`src/rtl/assert_macros.svh`:
```
// Assertion helpers for the RTL, included by sdt_section_payload_parser.
// Every check is clocked on clk and disabled while arst_n is low.
`ifndef ASSERT_MACROS_SVH
`define ASSERT_MACROS_SVH

// The expression must be true at every rising clock edge.
`define ASSERT_ALWAYS(label, expr, msg) \
	label: assert property (@(posedge clk) disable iff (!arst_n) (expr)) \
		else $error(msg);

// When the condition holds, the consequence must hold in the same cycle.
`define ASSERT_IMPLY(label, cond, cons, msg) \
	label: assert property (@(posedge clk) disable iff (!arst_n) (cond) |-> (cons)) \
		else $error(msg);

`endif

```
`src/rtl/sdtp_pkg.sv`:
```
// Types and constants of the service description section parser.
// Used by sdt_section_payload_parser; no dependencies.
package sdtp_pkg;

	localparam logic [7:0] SDT_TABLE_ID     = 8'h42;
	localparam logic [7:0] SERVICE_DESC_TAG = 8'h48;

	// result kinds
	localparam logic [2:0] K_NET_ID  = 3'd0;
	localparam logic [2:0] K_SERVICE = 3'd1;
	localparam logic [2:0] K_DESC    = 3'd2;
	localparam logic [2:0] K_CRC     = 3'd3;
	localparam logic [2:0] K_WRONG   = 3'd4;

	localparam logic [2:0] SERVICE_BYTES = 3'd5;
	localparam logic [2:0] CRC_BYTES     = 3'd4;

	typedef enum logic [7:0] {
		PH_IDLE     = 8'b0000_0001,
		PH_NETLO    = 8'b0000_0010,
		PH_RESERVED = 8'b0000_0100,
		PH_SERVICE  = 8'b0000_1000,
		PH_DTAG     = 8'b0001_0000,
		PH_DLEN     = 8'b0010_0000,
		PH_DBODY    = 8'b0100_0000,
		PH_CRC      = 8'b1000_0000
	} phase_t;

	typedef struct packed {
		logic [2:0]  kind;
		logic [31:0] word_value;
		logic [15:0] service_id;
		logic        eit_schedule;
		logic        eit_present_following;
		logic [2:0]  running_status;
		logic        free_ca_mode;
		logic [11:0] loop_length;
		logic [7:0]  descriptor_tag;
		logic [8:0]  descriptor_size;
		logic        is_service_descriptor;
		logic        last;
	} result_t;

endpackage

```
`src/rtl/sdt_section_payload_parser.sv`:
```
// Service description section payload parser: byte-serial walk of network id,
// service records, descriptor headers and the stored CRC. Uses sdtp_pkg.
// A result appears on the output register in the cycle after its byte is taken.
// Throughput: one byte per cycle; a byte is taken whenever the result register
// is empty or being drained.
// Reset: arst_n clears the parse state to idle and empties the result register.
module sdt_section_payload_parser
	import sdtp_pkg::*;
#(
	parameter int SECTION_BYTES_MAX = 4096
) (
	input  logic        clk,
	input  logic        arst_n,
	input  logic        in_valid,
	output logic        in_ready,
	input  logic [7:0]  byte_value,
	input  logic        first_byte,
	input  logic [7:0]  table_id,
	input  logic [11:0] section_length,
	output logic        out_valid,
	input  logic        out_ready,
	output logic [2:0]  kind,
	output logic [31:0] word_value,
	output logic [15:0] service_id,
	output logic        eit_schedule,
	output logic        eit_present_following,
	output logic [2:0]  running_status,
	output logic        free_ca_mode,
	output logic [11:0] loop_length,
	output logic [7:0]  descriptor_tag,
	output logic [8:0]  descriptor_size,
	output logic        is_service_descriptor,
	output logic        last
);

	`include "assert_macros.svh"

	localparam int POS_W = $clog2(SECTION_BYTES_MAX);
	localparam logic [POS_W-1:0] OFF_MAX   = POS_W'(SECTION_BYTES_MAX - 1);
	localparam logic [POS_W-1:0] END_MAX   = POS_W'(SECTION_BYTES_MAX - 3);
	localparam logic [POS_W-1:0] OFF_FIRST = POS_W'(9);

	phase_t           phase_q, phase_d;
	logic [POS_W-1:0] byte_offset_q, byte_offset_d;
	logic [POS_W-1:0] payload_end_q, payload_end_d;
	logic [2:0]       field_cnt_q, field_cnt_d;
	logic [39:0]      svc_hdr_q, svc_hdr_d;
	logic [11:0]      loop_total_q, loop_total_d;
	logic [13:0]      loop_used_q, loop_used_d;
	logic [7:0]       desc_left_q, desc_left_d;
	logic [31:0]      word_acc_q, word_acc_d;

	result_t res_d, res_q;
	logic    res_vld_d;
	logic    out_valid_q;
	logic    in_fire;

	logic [POS_W-1:0] off_inc;
	logic             more_rec;
	phase_t           top_phase;
	logic [39:0]      hdr_shift;
	logic [31:0]      acc_shift;
	logic [8:0]       dsize;
	logic [13:0]      loop_used_sum;
	logic [2:0]       cnt_inc;

	assign in_ready = !out_valid_q || out_ready;
	assign in_fire  = in_valid && in_ready;

	// record fields from a 5-byte service header
	function automatic result_t put_service(input logic [39:0] h);
		result_t r;
		r = '0;
		r.service_id            = h[39:24];
		r.eit_schedule          = h[17];
		r.eit_present_following = h[16];
		r.running_status        = h[15:13];
		r.free_ca_mode          = h[12];
		r.loop_length           = h[11:0];
		return r;
	endfunction

	always_comb begin
		off_inc       = (byte_offset_q < OFF_MAX) ? byte_offset_q + POS_W'(1) : byte_offset_q;
		more_rec      = ({1'b0, off_inc} + (POS_W+1)'(1)) < {1'b0, payload_end_q};
		top_phase     = more_rec ? PH_SERVICE : PH_CRC;
		hdr_shift     = {svc_hdr_q[31:0], byte_value};
		acc_shift     = {word_acc_q[23:0], byte_value};
		dsize         = {1'b0, byte_value} + 9'd2;
		loop_used_sum = loop_used_q + {5'd0, dsize};
		cnt_inc       = field_cnt_q + 3'd1;

		phase_d       = phase_q;
		byte_offset_d = byte_offset_q;
		payload_end_d = payload_end_q;
		field_cnt_d   = field_cnt_q;
		svc_hdr_d     = svc_hdr_q;
		loop_total_d  = loop_total_q;
		loop_used_d   = loop_used_q;
		desc_left_d   = desc_left_q;
		word_acc_d    = word_acc_q;
		res_d         = '0;
		res_vld_d     = 1'b0;

		if (first_byte) begin
			if (table_id != SDT_TABLE_ID) begin
				phase_d       = PH_IDLE;
				byte_offset_d = '0;
				payload_end_d = '0;
				field_cnt_d   = '0;
				res_d.kind    = K_WRONG;
				res_d.last    = 1'b1;
				res_vld_d     = 1'b1;
			end else begin
				// clamp oversized lengths
				if ({1'b0, section_length} > 13'(END_MAX))
					payload_end_d = END_MAX;
				else
					payload_end_d = POS_W'(section_length);
				byte_offset_d = OFF_FIRST;
				word_acc_d    = {24'd0, byte_value};
				field_cnt_d   = '0;
				phase_d       = PH_NETLO;
			end
		end else begin
			unique case (phase_q)
				PH_NETLO: begin
					byte_offset_d    = off_inc;
					res_d.kind       = K_NET_ID;
					res_d.word_value = {16'd0, word_acc_q[7:0], byte_value};
					res_vld_d        = 1'b1;
					phase_d          = PH_RESERVED;
				end
				PH_RESERVED: begin
					byte_offset_d = off_inc;
					field_cnt_d   = '0;
					phase_d       = top_phase;
				end
				PH_SERVICE: begin
					byte_offset_d = off_inc;
					svc_hdr_d     = hdr_shift;
					field_cnt_d   = cnt_inc;
					if (cnt_inc == SERVICE_BYTES) begin
						field_cnt_d  = '0;
						res_d        = put_service(hdr_shift);
						res_d.kind   = K_SERVICE;
						res_vld_d    = 1'b1;
						loop_total_d = hdr_shift[11:0];
						loop_used_d  = '0;
						if (hdr_shift[11:0] != 12'd0)
							phase_d = PH_DTAG;
						else
							phase_d = top_phase;
					end
				end
				PH_DTAG: begin
					byte_offset_d = off_inc;
					word_acc_d    = {24'd0, byte_value};
					phase_d       = PH_DLEN;
				end
				PH_DLEN: begin
					byte_offset_d               = off_inc;
					loop_used_d                 = loop_used_sum;
					res_d                       = put_service(svc_hdr_q);
					res_d.kind                  = K_DESC;
					res_d.descriptor_tag        = word_acc_q[7:0];
					res_d.descriptor_size       = dsize;
					res_d.is_service_descriptor = (word_acc_q[7:0] == SERVICE_DESC_TAG);
					res_vld_d                   = 1'b1;
					desc_left_d                 = byte_value;
					if (byte_value != 8'd0) begin
						phase_d = PH_DBODY;
					end else if (loop_used_sum < {2'd0, loop_total_q}) begin
						phase_d = PH_DTAG;
					end else begin
						field_cnt_d = '0;
						phase_d     = top_phase;
					end
				end
				PH_DBODY: begin
					byte_offset_d = off_inc;
					desc_left_d   = desc_left_q - 8'd1;
					if (desc_left_q == 8'd1) begin
						if (loop_used_q < {2'd0, loop_total_q}) begin
							phase_d = PH_DTAG;
						end else begin
							field_cnt_d = '0;
							phase_d     = top_phase;
						end
					end
				end
				PH_CRC: begin
					byte_offset_d = off_inc;
					word_acc_d    = acc_shift;
					field_cnt_d   = cnt_inc;
					if (cnt_inc == CRC_BYTES) begin
						res_d.kind       = K_CRC;
						res_d.word_value = acc_shift;
						res_d.last       = 1'b1;
						res_vld_d        = 1'b1;
						phase_d          = PH_IDLE;
						byte_offset_d    = '0;
						payload_end_d    = '0;
						field_cnt_d      = '0;
					end
				end
				default: begin
					// idle: stray bytes are dropped
				end
			endcase
		end
	end

	always_ff @(posedge clk or negedge arst_n) begin
		if (!arst_n) begin
			phase_q       <= PH_IDLE;
			byte_offset_q <= '0;
			payload_end_q <= '0;
			field_cnt_q   <= '0;
			svc_hdr_q     <= '0;
			loop_total_q  <= '0;
			loop_used_q   <= '0;
			desc_left_q   <= '0;
			word_acc_q    <= '0;
			out_valid_q   <= 1'b0;
		end else begin
			if (in_fire) begin
				phase_q       <= phase_d;
				byte_offset_q <= byte_offset_d;
				payload_end_q <= payload_end_d;
				field_cnt_q   <= field_cnt_d;
				svc_hdr_q     <= svc_hdr_d;
				loop_total_q  <= loop_total_d;
				loop_used_q   <= loop_used_d;
				desc_left_q   <= desc_left_d;
				word_acc_q    <= word_acc_d;
			end
			if (in_fire && res_vld_d)
				out_valid_q <= 1'b1;
			else if (out_ready)
				out_valid_q <= 1'b0;
		end
	end

	always_ff @(posedge clk) begin
		if (in_fire && res_vld_d)
			res_q <= res_d;
	end

	assign out_valid             = out_valid_q;
	assign kind                  = res_q.kind;
	assign word_value            = res_q.word_value;
	assign service_id            = res_q.service_id;
	assign eit_schedule          = res_q.eit_schedule;
	assign eit_present_following = res_q.eit_present_following;
	assign running_status        = res_q.running_status;
	assign free_ca_mode          = res_q.free_ca_mode;
	assign loop_length           = res_q.loop_length;
	assign descriptor_tag        = res_q.descriptor_tag;
	assign descriptor_size       = res_q.descriptor_size;
	assign is_service_descriptor = res_q.is_service_descriptor;
	assign last                  = res_q.last;

	`ASSERT_IMPLY(a_ready_when_empty, !out_valid_q, in_ready, "input stalled with empty output")
	`ASSERT_ALWAYS(a_offset_sat, byte_offset_q <= OFF_MAX, "byte offset past saturation")
	`ASSERT_ALWAYS(a_end_clamped, payload_end_q <= END_MAX, "payload end not clamped")
	`ASSERT_IMPLY(a_body_nonzero, phase_q == PH_DBODY, desc_left_q != 8'd0, "empty descriptor body")
	`ASSERT_IMPLY(a_last_kind, out_valid_q && res_q.last, res_q.kind == K_CRC || res_q.kind == K_WRONG, "last on wrong kind")

endmodule

```
`config.mk`:
```
export PLATFORM = sky130hd
export DESIGN_NAME = sdt_section_payload_parser
export DESIGN_NICKNAME = d
export VERILOG_FILES = /design/src/rtl/sdtp_pkg.sv /design/src/rtl/sdt_section_payload_parser.sv
export VERILOG_INCLUDE_DIRS = /design/src /design/src/rtl
export SDC_FILE = /design/constraint.sdc
export NUM_CORES = 1
export LEC_CHECK = 0
export BUFFER_PORTS_ARGS = -buffer_cell sky130_fd_sc_hd__buf_2
export CAP_MARGIN = 25
export CORE_MARGIN = 1
export CORE_UTILIZATION = 30
export DETAILED_ROUTE_END_ITERATION = 10
export GPL_TIMING_DRIVEN = 1
export SLEW_MARGIN = 10
export SYNTH_ARGS = -nofsm -noshare
export SYNTH_HDL_FRONTEND = slang
export SYNTH_SLANG_ARGS = --single-unit
export TNS_END_PERCENT = 5
```
`constraint.sdc`:
```
create_clock -name clk -period 11 [get_ports clk]
set_input_delay 1.65 -clock clk [delete_from_list [all_inputs] [get_ports clk]]
set_output_delay 1.65 -clock clk [all_outputs]
set_load 0.02 [all_outputs]
```
# Word-level counts from Yosys, hierarchy flattened
# Index checks and enable logic that the tools add are counted.
# W data, S select, Z words.
dict set report classes {
  addsub 6
  order_cmp 5
  n_eq_ne 20
  n_mux 50
  bitwise 1
  reduce_logical 26
}
# op count
set op_table {}
lappend op_table {{$pmux W34 S4} 1}
lappend op_table {{$pmux W52 S2} 1}
lappend op_table {{$mux W12} 8}
lappend op_table {{$mux W86} 1}
lappend op_table {{$mux W8} 9}
lappend op_table {{$pmux W8 S7} 1}
lappend op_table {{$mux W24} 2}
lappend op_table {{$pmux W24 S2} 1}
lappend op_table {{$mux W34} 1}
lappend op_table {{$lt A14 B12 Y1} 2}
lappend op_table {{$pmux W14 S2} 1}
lappend op_table {{$mux W3} 9}
lappend op_table {{$pmux W12 S2} 1}
lappend op_table {{$ne A3 B3 Y1 const B} 6}
lappend op_table {{$eq A8 B7 Y1 const B} 2}
lappend op_table {{$pmux W8 S2} 1}
lappend op_table {{$reduce_bool A8 Y1} 2}
lappend op_table {{$pmux W3 S5} 1}
lappend op_table {{$add A14 B9 Y14} 1}
lappend op_table {{$mux W14} 1}
lappend op_table {{$add A12 B1 Y13 const B} 1}
lappend op_table {{$lt A13 B12 Y1} 1}
lappend op_table {{$add A12 B1 Y12 const B} 1}
lappend op_table {{$gt A12 B12 Y1 const B} 1}
lappend op_table {{other kinds (34)} 52}
dict set report totals {
  regBits 222
  in_bits 33
}

# Depth between registers and ports, before layout
# Gate-level depths: netlist of run 1.
dict set report depth {
  word_depth 9
  depth_mapped 19
}

# Least setup slack after synthesis of run 1
# Ideal clock, no wire load.
dict set report synth_path {
  path_type {input to register}
  start {in table_id[1]}
  end {reg res_q (netlist bit descriptor_size[0]), enable pin}
  t_arrival_ps 8330
  required_time_ps 10358
  path_slack_ps 2028
  path_stages 5
  path_cell_list {nor4b_1 and3_1 clkbuf_1 clkbuf_1 nor3_1}
}
dict set report synth_via {
  elab_chain_len 4
}
# element line_no
set synth_lines {}
lappend synth_lines {{start: declaration} sdt_section_payload_parser.sv:18} ;# input logic [7:0] table_id,
lappend synth_lines {{$ne A8 B7 Y1} sdt_section_payload_parser.sv:106} ;# if (table_id != SDT_TABLE_ID) begin
lappend synth_lines {{$mux W1} sdt_section_payload_parser.sv:106}
lappend synth_lines {{$mux W1} sdt_section_payload_parser.sv:105} ;# if (first_byte) begin
lappend synth_lines {{$logic_and A1 B1 Y1} sdt_section_payload_parser.sv:246} ;# if (in_fire && res_vld_d)
lappend synth_lines {{end signal: assignment} sdt_section_payload_parser.sv:247} ;# res_q <= res_d;
lappend synth_lines {{end: declaration} sdt_section_payload_parser.sv:53} ;# result_t res_d, res_q;
# No other way between the ends.
# A chain may end at the register's enable or synchronous reset.

# Final worst setup path of run 1
dict set report layout_path {
  start {in byte_value[2]}
  end {reg phase_q[3]}
}
dict set report layout_via {
  elab_chain_len 7
  word_cells_on_any_way 11
  classes_between {add/sub (2); order compare (1); mux (6); reduce/logical (2)}
}
# element line_no
set layout_lines {}
lappend layout_lines {{start: declaration} sdt_section_payload_parser.sv:16} ;# input logic [7:0] byte_value,
lappend layout_lines {{$add A8 B2 Y9} sdt_section_payload_parser.sv:89} ;# dsize = {1'b0, byte_value} + 9'd2;
lappend layout_lines {{$add A14 B9 Y14} sdt_section_payload_parser.sv:90} ;# loop_used_sum = loop_used_q + {5'd0, dsize};
lappend layout_lines {{$lt A14 B12 Y1} sdt_section_payload_parser.sv:173} ;# end else if (loop_used_sum < {2'd0, loop_total_q}) begin
lappend layout_lines {{$mux W8} sdt_section_payload_parser.sv:173}
lappend layout_lines {{$mux W8} sdt_section_payload_parser.sv:171} ;# if (byte_value != 8'd0) begin
lappend layout_lines {{$pmux W8 S7 (*)} sdt_section_payload_parser.sv:126} ;# unique case (phase_q)
lappend layout_lines {{$mux W8 (*)} sdt_section_payload_parser.sv:105}
lappend layout_lines {{end signal: assignment} sdt_section_payload_parser.sv:228} ;# phase_q <= phase_d;
lappend layout_lines {{end: declaration} sdt_section_payload_parser.sv:43} ;# phase_t phase_q, phase_d;
# Every way passes the cells marked *; elsewhere a longest branch is shown, timed or not. The select of a mux whose other input is x is not followed.

==> results of run 1 <==
placed cells by master, fill, tap and decap left out, types with 6 or more instances in the layout:
cell	count
xor2_1	10
a22o_1	9
and2_1	19
o21ai_0	65
nand2_1	104
a22o_2	7
buf_4	12
a21oi_1	42
xnor2_1	18
a22oi_1	37
nand3_1	23
a21o_1	13
mux2_4	20
nor2_1	84
o31ai_1	8
ha_1	53
nor4b_1	6
and3_1	40
clkbuf_16	25
nor3_1	22
edfxtp_1	88
nand2b_1	7
nand4_1	6
mux2_2	33
mux2i_1	6
o21ai_1	10
buf_2	121
dfrtp_1	133
inv_1	38
registers in the layout, indices dropped and copies added, names as in the netlist:
signal and flops:
svc_hdr_q 40, word_value 32, word_acc_q 24, service_id 16, loop_used_q 14, byte_offset_q 12
loop_length 12, loop_total_q 12, payload_end_q 12, descriptor_size 9, desc_left_q 8, descriptor_tag 8
phase_q 8, field_cnt_q 3, kind 3, running_status 3, eit_present_following 1, eit_schedule 1
free_ca_mode 1, is_service_descriptor 1, last 1, out_valid 1
worst register-to-register path, stage by stage (launching register included):
cell and delay [ns]:
dfrtp_1 0.60, ha_1 0.41, nand2_1 0.23, nor4_2 0.30, buf_4 0.23, mux2_2 0.20, ha_1 0.14, o221ai_1 0.13
nor2_1 0.30, nand2_1 0.11, xnor2_1 0.24, ha_1 0.29, and3_1 0.19, nand3_1 0.10, nand2b_1 0.11, o211ai_1 0.10
a21o_1 0.20, a221o_1 0.33, a32o_1 0.25
cells by family (layout without fill, tap and decap cells):
| kind of cell | Yosys count | count (layout) |
|---|---|---|
| AND/OR/NAND/NOR | 362 | 362 |
| AO/OA/AOI/OAI | 241 | 241 |
| adder cells (fa/ha/maj) | 54 | 54 |
| buffers and inverters | 97 | 219 |
| XOR/XNOR | 28 | 28 |
| flip-flops | 222 | 222 |
| multiplexers | 59 | 59 |
layer usage:
metal  global-route usage [%]  share of wire (%)  up-vias
li1                         -                  -     4077
met1                     19.9                 46     4089
met2                     24.3                 47      182
met3                     1.98                4.5       48
met4                     5.56                2.8        0
met5                        0                  0        -
per-stage QoR:
step / power, W / hold WS [ns] / util (%) / worst slack (ns) / cells
floorplan: 0.00120 / 0.450 / - / 2.03 / 1063
global placement: 0.00131 / 0.468 / 33.4 / 5.55 / 1648
detailed placement: 0.00132 / 0.475 / 33.4 / 5.41 / 1649
CTS: 0.00220 / 0.490 / 35.7 / 5.95 / 1695
global route: 0.00227 / 0.515 / 35.7 / 5.45 / 1696
finish: 0.00217 / 0.484 / 35.7 / 5.89 / 1696
area by class of cell:
type                       count  area, um2  share of cell area [%]
clock inverter                17        210                    1.55
sequential                   222       6000                    44.4
tap                          511        639                    4.73
multi-input combinational    744       5150                    38.1
timing repair buffer         135        734                    5.43
clock buffer                  29        651                    4.81
inverter                      38        143                    1.05
path summary, 6_finish.rpt:
path / end / slack, ns / cells after the start
worst max-delay path: phase_q[3]$_DFFE_PN0P_ / 5.89 / 18
worst min-delay path: payload_end_q[11]$_DFFE_PN0P_ / 0.48 / 2
worst max register to register: phase_q[7]$_DFFE_PN0P_ / 6.41 / 18
worst min register to register: payload_end_q[11]$_DFFE_PN0P_ / 0.48 / 2
max in group asynchronous: word_acc_q[23]$_DFFE_PN0P_ / 8.86 / 3
min in group asynchronous: payload_end_q[8]$_DFFE_PN0P_ / 1.09 / 1
power by group through the flow:
stage               Sequential (W)  Combinational (W)  Clock (W)
floorplan                 0.000981           0.000222          0
global placement           0.00100           0.000306          0
detailed placement         0.00100           0.000314          0
CTS                       0.000988           0.000314   0.000897
global route              0.000997           0.000348   0.000930
finish                    0.000987           0.000312   0.000872
==> impl_metrics.yaml, run 1 <==
status:
  status: "finished clean"
synth:
  ys_seq_elements: 222
  ys_warn_count: 0
  synthTopCellsByArea: "dfrtp_1, edfxtp_1, ha_1, nand2_1, mux2_2"
  synthMuxAreaShare_pct: 6.31
  yosys.area_share.simple_pct: 16.2
  synthTopCellsByCount: "dfrtp_1, nand2_1, edfxtp_1, nor2_1, o21ai_0"
  synth.cell_area_mm2: 0.0116
  seq_area_frac_synth_pct: 51.7
  synth_xor_area_share_pct: 2.11
  post_synth.cell_area_avg_um2: 10.9
  synth_compound_area_share_pct: 13.7
  synth_top_cell_by_area: "dfrtp_1"
  netlist_instances: 1063
  synthAdderAreaFrac_pct: 5.89
  synthesis.nets: 1150
  synthArstFlopShare_pct: 60.4
  synth_top_family_by_area: "simple AND/OR/NAND/NOR gates"
  synthDominantCellAreaShare_pct: 28.7
  synth_cell_type_count: 88
  synth-edff-count: 88
  synth.most_common_cell: "dfrtp_1"
  ys.flop_type: "dfrtp_1"
place:
  gp_congestion: 0.828
  io_buffers: 122
  hpwl_mm: 20.0
  post_dp_cell_area_mm2: 0.0126
worst_setup_path:
  startpoint: "byte_value[2]"
  path_cells: "buf_2, ha_1, xor2_1, ha_1, o21ai_0, o21ai_0, a21o_1, a21o_1, a31oi_1, xnor2_1, ha_1, nor3_1, o21ai_0, a211oi_1, o21bai_1, nor3_1, o221ai_1, a32o_1"
  arrival_ns: 5.52
  cp_top_family: "compound AO/OA/AOI/OAI gates"
  crit_path_top_delay_cell: "a31oi_1"
  r2r_start: "byte_offset_q[0]$_DFFE_PN0P_"
  cp.required_ns: 11.41
  cp.buffers_inverters: 1
  crit_type: "input port to flop"
  crit_path_max_fanout: 10
  critPathMaxStageDelay_ns: 0.44
  critPathLaunchType: "input port"
  worstSetupEndpointType: "flop"
timing:
  setup_viol: 0
  fmax_ghz: 0.196
  rsz0062_at_grt: "no"
  relSlewSlack_pct: 29.6
  fin_skew_ns: 0.0134
  final.min_clock_period_ns: 5.11
  tns_ns: 0
  fin_crit_sh_pct: 46.4
  worstMarginPinSlew_ns: 1.05
  hold_violations: 0
  drv_slew: 0
cts:
  clock_latency_ns: 0.54
  clkSinkCount: 222
  clk_pin_slew_ns: 0.06
  cts_resized: 0
  hold_buffers: 0
  h-tree-depth: 1
  root_buffer: "clkbuf_16"
  cts_setup_buffers: 0
  clock_path_buffers: 3
  cts_tree: "done"
  cts_buffers: 25
min_path:
  hold_path.class: "flop to flop"
  hp-start: "payload_end_q[11]$_DFFE_PN0P_"
pwr:
  switchingPower_w: 0.000600
  power_frac_seq_pct: 45.5
  switching_share_pct: 27.6
  peakVddDrop_mv: 0.117
  p_int_w: 0.00157
  clock_power_share_pct: 40.2
  power.leakage_nw: 5.76
  powerDensity_mw_per_mm2: 161
  combPwrFrac_pct: 14.4
global_route:
  gr-usage-all-layers_pct: 14.9
  grt_pass1_vias: 8382
  grt_overflow: 0
  grt_max_degree: 76
  antenna_found_initial: 0
  grt_pass1_wl_mm: 46.3
finish:
  drive_gt1_share_pct: 22.9
  syn_to_final_growth_pct: 16.6
  fill_cells: 3831
  n_antenna_cell: 0
  layout.nets: 1253
  final_area_mm2: 0.0135
drt:
  wl_per_cell_um: 16.9
  via_count: 8396
  avgViaCountPerCell: 4.95
  ant_nets: 0
  routed_wl_mm: 28.7
  route.detailed.drc: 0
  firstDrtPassIters: 5
  drt-initial-drc-count: 497
die:
  io_pins: 123
  die_h_um: 199
  die_x_um: 199
  rows: 71
  fp.dieArea_mm2: 0.0394
  core_area_mm2: 0.0378
  initial_utilization_pct: 30.6
job:
  maxCapViolations: 0
(Power assumes the default switching activity.)
==> inputs of run 2 (changes only) <==
Clock period 11 ns to 4.4 ns, I/O delays scaled along.
==> run 2 against run 1 <==
  * Via count increased by 1.5%
  * Register-to-register slack got worse by 6.1 ns
  * Sequential power increased by 150%
  * Hold slack got worse by 0.35 ns
  * Setup slack got worse by 5.5 ns
  * First-iteration DRC count increased by 13%
  * Flip-flop and latch count unchanged
  * Final cell count increased by 1.6%
  * Combinational power increased to 2.5 times the previous value
  * Clock skew increased by 0.0021 ns
  * Clock power increased by 140%
  * Sequential share of layout area decreased by 0.50 points
  * Critical endpoint unchanged
  * Largest power group unchanged
==> impl_metrics.yaml, run 2 (same netlist as run 1, synthesis figures left out) <==
place:
  hpwl_mm: 20.4
  post_dp_cell_area_mm2: 0.0128
  place_ws_ns: 0.0110
  io_buffers: 122
  gp_congestion: 0.875
timing:
  hold_slack_ns: 0.132
  fin_skew_ns: 0.0155
  setup_ws_ns: 0.356
  setup_viol: 0
  hold_violations: 0
  worstMarginPinSlew_ns: 0.951
  fin_crit_sh_pct: 91.9
  final.min_clock_period_ns: 4.04
  fmax_ghz: 0.247
  drv_slew: 0
  tns_ns: 0
  relSlewSlack_pct: 36.6
die:
  core_area_mm2: 0.0378
  io_pins: 123
  fp.dieArea_mm2: 0.0394
  die_x_um: 199
  die_h_um: 199
  initial_utilization_pct: 30.6
  rows: 71
cts:
  clock_path_buffers: 3
  clk_pin_slew_ns: 0.06
  cts_buffers: 27
  cts_tree: "done"
  clock_latency_ns: 0.55
  clkSinkCount: 222
  root_buffer: "clkbuf_16"
  h-tree-depth: 1
pwr:
  power.leakage_nw: 5.88
  power.total_w: 0.00536
  clock_power_share_pct: 39.7
  combPwrFrac_pct: 14.8
  switchingPower_w: 0.00154
  switching_share_pct: 28.7
  p_int_w: 0.00382
  power_frac_seq_pct: 45.5
  peakVddDrop_mv: 0.238
  powerDensity_mw_per_mm2: 392
drt:
  route.detailed.drc: 0
  routed_wl_mm: 29.1
  via_count: 8526
  avgViaCountPerCell: 4.95
  drt-initial-drc-count: 560
  ant_nets: 0
  wl_per_cell_um: 16.9
  firstDrtPassIters: 5
finish:
  multi_input_area_mm2: 0.00516
  syn_to_final_growth_pct: 17.9
  layout_common_cells: "dfrtp_1, buf_2, nand2_1"
  final_common_cell: "dfrtp_1"
  layout.nets: 1276
  largest-register: "svc_hdr_q"
  seq_area_mm2: 0.00600
  fill_cells: 3784
  largest_reg_flops: 40
  final_area_mm2: 0.0137
  drive_gt1_share_pct: 24.2
job:
  maxCapViolations: 0
global_route:
  gr-usage-all-layers_pct: 14.9
  grt_overflow: 0
  grt_max_degree: 88
  grt_pass1_vias: 8316
  grt_pass1_wl_mm: 46.4
  antenna_found_initial: 2
worst_setup_path:
  worstSetupEndpointType: "flop"
  crit_type: "flop to flop"
  cp.required_ns: 4.84
  critPathLaunchType: "flop"
  cp_top_family: "simple AND/OR/NAND/NOR gates"
  critPathMaxStageDelay_ns: 0.52
  cp.buffers_inverters: 0
  arrival_ns: 4.49
  worst_path_most_repeated_cell: "ha_1"
  path_cells: "nand4_1, nor4_4, mux2_2, ha_1, o221ai_1, nor2_1, nand2_1, xnor2_1, ha_1, and3_1, nand3_1, or2_2, o211ai_1, a21o_1, a221oi_1, a32o_1"
  crit_path_max_fanout: 10
  crit_path_top_delay_cell: "dfrtp_1"
min_path:
  hold_path.class: "input port to async pin"
status:
  status: "finished clean"
[run 2: final timing paths]
check | startpoint | cells past startpoint | end | slack [ns]
worst max-delay path | byte_offset_q[4]$_DFFE_PN0P_ | 16 | phase_q[3]$_DFFE_PN0P_ | 0.36
worst min-delay path | arst_n | 1 | payload_end_q[10]$_DFFE_PN0P_ | 0.13
worst max register to register | byte_offset_q[4]$_DFFE_PN0P_ | 16 | phase_q[3]$_DFFE_PN0P_ | 0.36
worst min register to register | payload_end_q[9]$_DFFE_PN0P_ | 2 | payload_end_q[9]$_DFFE_PN0P_ | 0.48
max in group asynchronous | arst_n | 2 | loop_total_q[2]$_DFFE_PN0P_ | 3.30
min in group clk | section_length[3] | 3 | payload_end_q[3]$_DFFE_PN0P_ | 0.35
[run 2: what timing repair did]
item / 4_1_cts / 5_1_grt
gates resized for setup: 0 / 1
hold buffers: 0 / 0
setup buffers: 0 / 1
endpoints found under the setup margin: 0 / 2
[run 2: metal layers]
metal  part of all wire, %  up-vias  GRT usage, %
met3                   5.3       45          2.15
met2                    46      198          23.8
met1                    47     4152          20.9
li1                      -     4131             -
met5                     0        -             0
met4                   2.2        0          4.22
[run 2: stage by stage]
| stage | util (%) | instances |
|---|---|---|
| 3_3_place_gp | 33.8 | 1668 |
| 2_1_floorplan | - | 1063 |
| 6_report | 36.1 | 1723 |
| 4_1_cts | 36.1 | 1719 |
| 5_1_grt | 36.1 | 1722 |
| 3_5_place_dp | 33.8 | 1669 |
[run 2: cell type report]
cell class	count	share of cell area, %
Timing Repair Buffer	156	6.45
Antenna cell	2	0.0366
Clock buffer	28	4.97
Sequential cell	222	43.9
Tap cell	511	4.68
Inverter	38	1.04
Multi-Input combinational cell	744	37.7
Clock inverter	22	1.23
[run 2: power groups by stage]
stage	clock network (W)	logic [W]	registers, W
after global placement	0	0.000792	0.00248
after floorplan	0	0.000557	0.00245
after detailed placement	0	0.000802	0.00248
after global routing	0.00228	0.000884	0.00246
final	0.00213	0.000795	0.00244
after CTS	0.00220	0.000805	0.00244
